===== src/design/tfj_pkg.sv =====
`default_nettype none
package tfj_pkg;
  localparam int MAX_LINE = 64;
  localparam int ADDR_W = $clog2(MAX_LINE);
  localparam int LEN_W = ADDR_W + 1;
  localparam logic [7:0] SPACE_CHAR = 8'h20;
  localparam logic [1:0] OP_CHAR = 2'd0;
  localparam logic [1:0] OP_WORD_END = 2'd1;
  localparam logic [1:0] OP_TEXT_END = 2'd2;
  localparam logic [1:0] OP_UNUSED = 2'd3;
  localparam logic [6:0] WIDTH_RESET = 7'd16;

  typedef struct packed {
    logic [1:0] operation;
    logic [7:0] char_byte;
  } in_t;

  typedef struct packed {
    logic [7:0] out_char;
    logic       line_last;
  } out_t;
endpackage
`default_nettype wire


===== src/design/text_full_justifier.sv =====
// channel | direction | handshake              | payload
// in      | input     | in_valid / in_ready    | in_data (operation, char_byte)
// out     | output    | out_valid / out_ready  | out_data (out_char, line_last)
// cfg     | input     | cfg_valid / cfg_ready  | cfg_data (max_width)
// A character or an unused code is taken in the idle state; an end of word writes the
// separator when the line already holds a word, then copies each character from the
// word memory into the line memory.
// A line is emitted by walking its stored entries and padding spaces, after the gap
// divider if justified; output stalls hold the walk. Input is taken only when idle.
// Reset is synchronous; both memories need no clearing and width returns to 16.
`default_nettype none
module text_full_justifier (
  input  wire logic            clk,
  input  wire logic            rst,
  input  wire logic            in_valid,
  output logic                 in_ready,
  input  wire tfj_pkg::in_t    in_data,
  output logic                 out_valid,
  input  wire logic            out_ready,
  output tfj_pkg::out_t        out_data,
  input  wire logic            cfg_valid,
  output logic                 cfg_ready,
  input  wire logic [6:0]      cfg_data
);
  localparam int LW = tfj_pkg::LEN_W;
  localparam int AW = tfj_pkg::ADDR_W;

  localparam logic [2:0] S_IDLE = 3'd0;
  localparam logic [2:0] S_DIV  = 3'd1;
  localparam logic [2:0] S_RD   = 3'd2;
  localparam logic [2:0] S_DAT  = 3'd3;
  localparam logic [2:0] S_SP   = 3'd4;
  localparam logic [2:0] S_SEP  = 3'd5;
  localparam logic [2:0] S_CR   = 3'd6;
  localparam logic [2:0] S_CW   = 3'd7;

  logic [2:0] state;
  logic [6:0] max_width;
  logic [LW-1:0] word_length, line_length, line_word_count;
  logic [LW-1:0] wl, base, j, pos, i, g, k;
  logic just, cont;

  logic [LW-1:0] w, wl_now, gaps, total;
  logic can_put, accept, fits_over, out_load;
  logic [LW:0] line_sum, cp_addr;

  logic word_we, line_we;
  logic [7:0] word_rdata;
  logic [8:0] line_wdata, line_rdata;
  logic [AW-1:0] line_waddr;
  logic div_start, div_busy;
  logic [LW-1:0] ave, extra;

  always_comb begin
    if (max_width == '0) begin
      w = LW'(1);
    end else if (max_width > 7'(tfj_pkg::MAX_LINE)) begin
      w = LW'(tfj_pkg::MAX_LINE);
    end else begin
      w = LW'(max_width);
    end
  end

  assign wl_now = (word_length < w) ? word_length : w;
  assign line_sum = {1'b0, line_length} + {1'b0, wl_now} + 1'b1;
  assign fits_over = (line_word_count != '0) && (line_sum > {1'b0, w});
  assign gaps = line_word_count - 1'b1;
  assign total = w - line_length + gaps;
  assign cp_addr = {1'b0, base} + {1'b0, j};

  assign in_ready = (state == S_IDLE);
  assign cfg_ready = 1'b1;
  assign accept = in_valid && in_ready;
  assign can_put = !out_valid || out_ready;

  assign word_we = accept && (in_data.operation == tfj_pkg::OP_CHAR) && (word_length < w);
  assign div_start = accept && (in_data.operation == tfj_pkg::OP_WORD_END) && fits_over
                     && (line_word_count >= LW'(2)) && (line_length < w);

  always_comb begin
    case (state)
      S_RD: out_load = (pos != w) && !(i < line_length) && can_put;
      S_DAT: out_load = !(just && line_rdata[8]) && can_put;
      S_SP: out_load = !(k == '0 || pos == w) && can_put;
      default: out_load = 1'b0;
    endcase
  end

  always_comb begin
    line_we = 1'b0;
    line_waddr = cp_addr[AW-1:0];
    line_wdata = {1'b0, word_rdata};
    if (state == S_SEP) begin
      line_we = 1'b1;
      line_waddr = line_length[AW-1:0];
      line_wdata = {1'b1, tfj_pkg::SPACE_CHAR};
    end else if (state == S_CW) begin
      line_we = 1'b1;
    end
  end

  tfj_ram #(.DATA_W(8), .DEPTH(tfj_pkg::MAX_LINE)) u_word_ram (
    .clk   (clk),
    .we    (word_we),
    .waddr (word_length[AW-1:0]),
    .wdata (in_data.char_byte),
    .raddr (j[AW-1:0]),
    .rdata (word_rdata)
  );

  tfj_ram #(.DATA_W(9), .DEPTH(tfj_pkg::MAX_LINE)) u_line_ram (
    .clk   (clk),
    .we    (line_we),
    .waddr (line_waddr),
    .wdata (line_wdata),
    .raddr (i[AW-1:0]),
    .rdata (line_rdata)
  );

  tfj_div u_div (
    .clk       (clk),
    .rst       (rst),
    .start     (div_start),
    .dividend  (total),
    .divisor   (gaps),
    .busy      (div_busy),
    .quotient  (ave),
    .remainder (extra)
  );

  always_ff @(posedge clk) begin
    if (rst) begin
      state <= S_IDLE;
      max_width <= tfj_pkg::WIDTH_RESET;
      word_length <= '0;
      line_length <= '0;
      line_word_count <= '0;
      out_valid <= 1'b0;
    end else begin
      if (out_load) begin
        out_valid <= 1'b1;
      end else if (out_ready) begin
        out_valid <= 1'b0;
      end
      if (cfg_valid && cfg_ready) begin
        max_width <= cfg_data;
      end
      case (state)
        S_IDLE: begin
          if (accept) begin
            pos <= '0;
            i <= '0;
            g <= '0;
            j <= '0;
            case (in_data.operation)
              tfj_pkg::OP_CHAR: begin
                if (word_we) begin
                  word_length <= word_length + 1'b1;
                end
              end
              tfj_pkg::OP_WORD_END: begin
                wl <= wl_now;
                if (fits_over) begin
                  cont <= 1'b1;
                  just <= div_start;
                  state <= div_start ? S_DIV : S_RD;
                end else if (line_word_count != '0) begin
                  base <= line_length + 1'b1;
                  state <= S_SEP;
                end else begin
                  base <= '0;
                  state <= S_CR;
                end
              end
              tfj_pkg::OP_TEXT_END: begin
                cont <= 1'b0;
                just <= 1'b0;
                word_length <= '0;
                state <= S_RD;
              end
              default: begin
              end
            endcase
          end
        end
        S_DIV: begin
          if (!div_busy) begin
            state <= S_RD;
          end
        end
        S_RD: begin
          if (pos == w) begin
            line_length <= '0;
            line_word_count <= '0;
            base <= '0;
            state <= cont ? S_CR : S_IDLE;
          end else if (i < line_length) begin
            state <= S_DAT;
          end else if (can_put) begin
            out_data.out_char <= tfj_pkg::SPACE_CHAR;
            out_data.line_last <= (pos + 1'b1 == w);
            pos <= pos + 1'b1;
          end
        end
        S_DAT: begin
          if (just && line_rdata[8]) begin
            k <= ave + LW'(g < extra);
            g <= g + 1'b1;
            state <= S_SP;
          end else if (can_put) begin
            out_data.out_char <= line_rdata[7:0];
            out_data.line_last <= (pos + 1'b1 == w);
            pos <= pos + 1'b1;
            i <= i + 1'b1;
            state <= S_RD;
          end
        end
        S_SP: begin
          if (k == '0 || pos == w) begin
            i <= i + 1'b1;
            state <= S_RD;
          end else if (can_put) begin
            out_data.out_char <= tfj_pkg::SPACE_CHAR;
            out_data.line_last <= (pos + 1'b1 == w);
            pos <= pos + 1'b1;
            k <= k - 1'b1;
          end
        end
        S_SEP: begin
          state <= S_CR;
        end
        S_CR: begin
          if (j == wl || cp_addr >= (LW+1)'(tfj_pkg::MAX_LINE)) begin
            line_length <= base + wl;
            if (line_word_count != {LW{1'b1}}) begin
              line_word_count <= line_word_count + 1'b1;
            end
            word_length <= '0;
            state <= S_IDLE;
          end else begin
            state <= S_CW;
          end
        end
        S_CW: begin
          j <= j + 1'b1;
          state <= S_CR;
        end
        default: begin
          state <= S_IDLE;
        end
      endcase
    end
  end
endmodule
`default_nettype wire


===== src/design/tfj_ram.sv =====
`default_nettype none
module tfj_ram #(
  parameter int DATA_W = 8,
  parameter int DEPTH = 64
) (
  input  wire logic                     clk,
  input  wire logic                     we,
  input  wire logic [$clog2(DEPTH)-1:0] waddr,
  input  wire logic [DATA_W-1:0]        wdata,
  input  wire logic [$clog2(DEPTH)-1:0] raddr,
  output logic      [DATA_W-1:0]        rdata
);
  logic [DATA_W-1:0] mem [DEPTH];

  always_ff @(posedge clk) begin
    if (we) begin
      mem[waddr] <= wdata;
    end
    rdata <= mem[raddr];
  end
endmodule
`default_nettype wire


===== src/design/tfj_div.sv =====
`default_nettype none
module tfj_div (
  input  wire logic                      clk,
  input  wire logic                      rst,
  input  wire logic                      start,
  input  wire logic [tfj_pkg::LEN_W-1:0] dividend,
  input  wire logic [tfj_pkg::LEN_W-1:0] divisor,
  output logic                           busy,
  output logic      [tfj_pkg::LEN_W-1:0] quotient,
  output logic      [tfj_pkg::LEN_W-1:0] remainder
);
  localparam int CNT_W = $clog2(tfj_pkg::LEN_W + 1);

  logic [CNT_W-1:0] cnt;
  logic [tfj_pkg::LEN_W:0] shifted;
  logic [tfj_pkg::LEN_W:0] trial;

  assign shifted = {remainder, quotient[tfj_pkg::LEN_W-1]};
  assign trial = shifted - {1'b0, divisor};

  always_ff @(posedge clk) begin
    if (rst) begin
      busy <= 1'b0;
      cnt <= '0;
    end else if (start) begin
      busy <= 1'b1;
      cnt <= CNT_W'(tfj_pkg::LEN_W);
      remainder <= '0;
      quotient <= dividend;
    end else if (busy) begin
      if (!trial[tfj_pkg::LEN_W]) begin
        remainder <= trial[tfj_pkg::LEN_W-1:0];
        quotient <= {quotient[tfj_pkg::LEN_W-2:0], 1'b1};
      end else begin
        remainder <= shifted[tfj_pkg::LEN_W-1:0];
        quotient <= {quotient[tfj_pkg::LEN_W-2:0], 1'b0};
      end
      cnt <= cnt - 1'b1;
      if (cnt == CNT_W'(1)) begin
        busy <= 1'b0;
      end
    end
  end
endmodule
`default_nettype wire

===== config.mk =====
export PLATFORM = sky130hd
export DESIGN_NAME = text_full_justifier
export DESIGN_NICKNAME = d
export VERILOG_FILES = /design/src/design/tfj_pkg.sv /design/src/design/text_full_justifier.sv /design/src/design/tfj_ram.sv /design/src/design/tfj_div.sv
export SDC_FILE = /design/constraint.sdc
export NUM_CORES = 2
export LEC_CHECK = 0
export ABC_AREA = 1
export BUFFER_PORTS_ARGS = -buffer_cell sky130_fd_sc_hd__buf_2
export CELL_PAD_IN_SITES_DETAIL_PLACEMENT = 1
export CELL_PAD_IN_SITES_GLOBAL_PLACEMENT = 2
export CORE_AREA = 10 10 371 373
export CTS_CLUSTER_SIZE = 12
export DETAILED_ROUTE_END_ITERATION = 8
export DIE_AREA = 0 0 381 383
export GPL_ROUTABILITY_DRIVEN = 0
export PLACE_DENSITY_LB_ADDON = 0.1
export SLEW_MARGIN = 25
export SYNTH_ARGS = -nofsm -noshare
export SYNTH_HDL_FRONTEND = slang
export SYNTH_SLANG_ARGS = --single-unit

===== constraint.sdc =====
create_clock -name clk -period 6.2 [get_ports clk]
set_input_delay 0.62 -clock clk [delete_from_list [all_inputs] [get_ports clk]]
set_output_delay 0.62 -clock clk [all_outputs]
set_load 0.02 [all_outputs]

==> impl_metrics.json <==
{
  "status": "complete, no violations",
  "fin_crit_sh_pct": 90.5,
  "n_fill_cell": 13600,
  "cts_buffer_depth": 3,
  "crit_family": "simple AND/OR/NAND/NOR gates",
  "cts_tree": "built",
  "hold_viol": 0,
  "clock-root-buffer": "clkbuf_16",
  "whs_endpoint": "max_width[5]",
  "worstReg2RegStart": "max_width[6]",
  "critical_path_peak_fanout": 11,
  "path_class": "reg -> reg",
  "ant_nets": 0,
  "layout_commonest_cell": "edfxtp_1",
  "holdBufCountCts": 0,
  "ys.flop_type": "edfxtp_1",
  "drtIter0Drc": 2451,
  "ys_types": 55,
  "grt_max_degree": 149,
  "grt_pass1_vias": 34700,
  "avgSynthCellArea_sq_um": 11.9,
  "arrival_ns": 5.99,
  "yosysSeqAreaShare_pct": 69.5,
  "synth_nets": 4453,
  "ir_drop_mv": 0.293,
  "ios": 34,
  "p_per_area_nw_per_um2": 392,
  "r2r_setup_slack_ns": 0.59,
  "drive_gt1_share_pct": 8.28,
  "io_buffers": 32,
  "dp_hpwl_um": 92800,
  "r2r_end": "base[5]",
  "final-setup-viol-count": 0,
  "clk_pin_slew_ns": 0.05,
  "antenna_found_initial": 0,
  "viasPerCell": 5.46,
  "slowest_delay_ns": 0.65,
  "route.detailed.drc": 0,
  "start_util_pct": 39.6,
  "die_h_um": 383,
  "slew_headroom_pct": 32.5,
  "cp.required_ns": 6.58,
  "rsz0062_at_grt": "false",
  "cp-end-kind": "register",
  "first_pass_iters": 5,
  "tns_ns": 0,
  "critPathMostFrequentCell": "nand2_1",
  "routedWlPerCell_um": 24.7,
  "synthArstFlopShare_pct": 0,
  "crit_path_start_kind": "register",
  "routed_wl_um": 153000,
  "clock-sinks": 1215,
  "vias": 33800,
  "postCtsSetupRepairBufs": 0,
  "yosys_register_bits": 1215,
  "hp-start": "cfg_data[5]",
  "die_w_um": 381,
  "clock_skew_ns": 0.0283,
  "ys_top_cells_by_area": "edfxtp_1 (67%), o21ai_0 (5.8%), nor2_1 (5.7%), nand2_1 (2.7%), ha_1 (2.1%)",
  "hold_path_class": "in -> reg",
  "layout_setup_ws_ns": 0.590,
  "layout_min_cycle_time_ns": 5.61,
  "hold_depth": 3,
  "syn_inst": 4335,
  "final_cell_mix": "edfxtp_1 (1162), nor2_1 (768), o21ai_0 (598)",
  "worstRegToRegCells": 27,
  "grt_pass1_wl_um": 229000,
  "synth-edff-count": 1162,
  "synth_area_sq_um": 51700,
  "placed_cell_area_sq_um": 53700,
  "htreeDepth": 4,
  "insertion_delay_ns": 0.76,
  "nets": 4449,
  "place_worst_setup_slack_ns": 0.324,
  "areaGrowthSynthToFinish_pct": 12.1,
  "fp-row-count": 133,
  "grt_use_total_pct": 20.5,
  "yosys.area.top_type": "edfxtp_1",
  "worst-path-buf-inv": 1,
  "coreArea_sq_um": 130000,
  "max_freq_mhz": 178,
  "p_leak_nw": 19.2,
  "die-area_sq_um": 146000,
  "post_cts_resized": 0,
  "grt_remaining_overflow": 0,
  "synth_top_area_share_pct": 67.5,
  "max_slew.worst_pin.slew_ns": 1.01,
  "postLayoutCellArea_sq_um": 57900,
  "drv_slew": 0,
  "yosys_warnings": 0,
  "crit_slowest_cell": "dfxtp_1",
  "maxCapViolations": 0,
  "cts_buffers": 137
}
[tightest hold or removal path: stages]
cell    delay [ns]
buf_2         0.08
nor2_1        0.04
nor2_1        0.08
[metrics by stage]
| stage | hold WS, ns | total power [W] | instances | utilization [%] |
|---|---|---|---|---|
| global placement | 0.469 | 0.0152 | 5947 | 41.2 |
| detailed placement | 0.480 | 0.0152 | 5947 | 41.2 |
| global route | 0.0784 | 0.0238 | 6189 | 44.4 |
| floorplan | 0.450 | 0.0131 | 4335 | - |
| finish | 0.108 | 0.0227 | 6190 | 44.4 |
| CTS | 0.0503 | 0.0229 | 6189 | 44.4 |
[Yosys cell counts, drive strengths merged, types with 43 or more instances]
master and instances:
nor2 791, nand2 395, o21ai 605, o221ai 111
nor3 43, clkbuf 186, ha 86, o22ai 166
dfxtp 53, a21oi 111, edfxtp 1162, nand3 186
buf 54, inv 193
[power breakdown]
| part | total, W | internal (W) | switching [W] | leakage [nW] |
|---|---|---|---|---|
| Clock | 0.00769 | 0.00440 | 0.00329 | 2.03 |
| Sequential | 0.00990 | 0.00969 | 0.000206 | 10.9 |
| Combinational | 0.00509 | 0.00130 | 0.00379 | 6.22 |
[layout make-up]
cell class / instances / area [sq um] / share of cell area (%)
antenna: 1 / 2.50 / 0.00432
clock buffer: 189 / 3760 / 6.49
clock inverter: 53 / 417 / 0.719
inverter: 202 / 779 / 1.35
multi-input combinational: 2678 / 14100 / 24.3
sequential: 1215 / 36000 / 62.1
tap: 1755 / 2200 / 3.79
timing repair buffer: 97 / 723 / 1.25
[cells by family after synthesis]
group / share of synthesized area [%]
and+or+nand+nor: 12.1
DFF: 69.5
AOI/OAI and AO/OA: 11.6
buffers and inverters: 3.39
adders and majority gates: 2.47
xor gates and xnor gates: 0.898
other: 0.00725
[routing by layer]
layer / share of wire [%] / vias to the layer above / track usage [%]
met5: 0 / - / 0
met3: 3.9 / 179 / 3.26
met1: 47 / 17300 / 28.4
met2: 48 / 564 / 33.8
li1: - / 15800 / -
met4: 1.9 / 0 / 4.89
[sequential cells by signal (all words and copies together) (netlist names), 8 cells and up]
| register | cells |
|---|---|
| u_line_ram.mem | 576 |
| u_word_ram.mem | 512 |
| u_word_ram.rdata | 8 |
| u_line_ram.rdata | 9 |
| out_data | 9 |
[how the worst max path moves through the flow]
stage	start	to	cells after the start
2_1_floorplan	max_width[5]	base[0]	30
3_3_place_gp	max_width[6]	base[0]	27
3_5_place_dp	max_width[6]	base[0]	27
4_1_cts	max_width[6]	base[5]	27
5_1_grt	max_width[6]	u_div.remainder[4]	28
6_report	max_width[6]	base[5]	27
No activity file was read; power rests on OpenSTA's default activity.
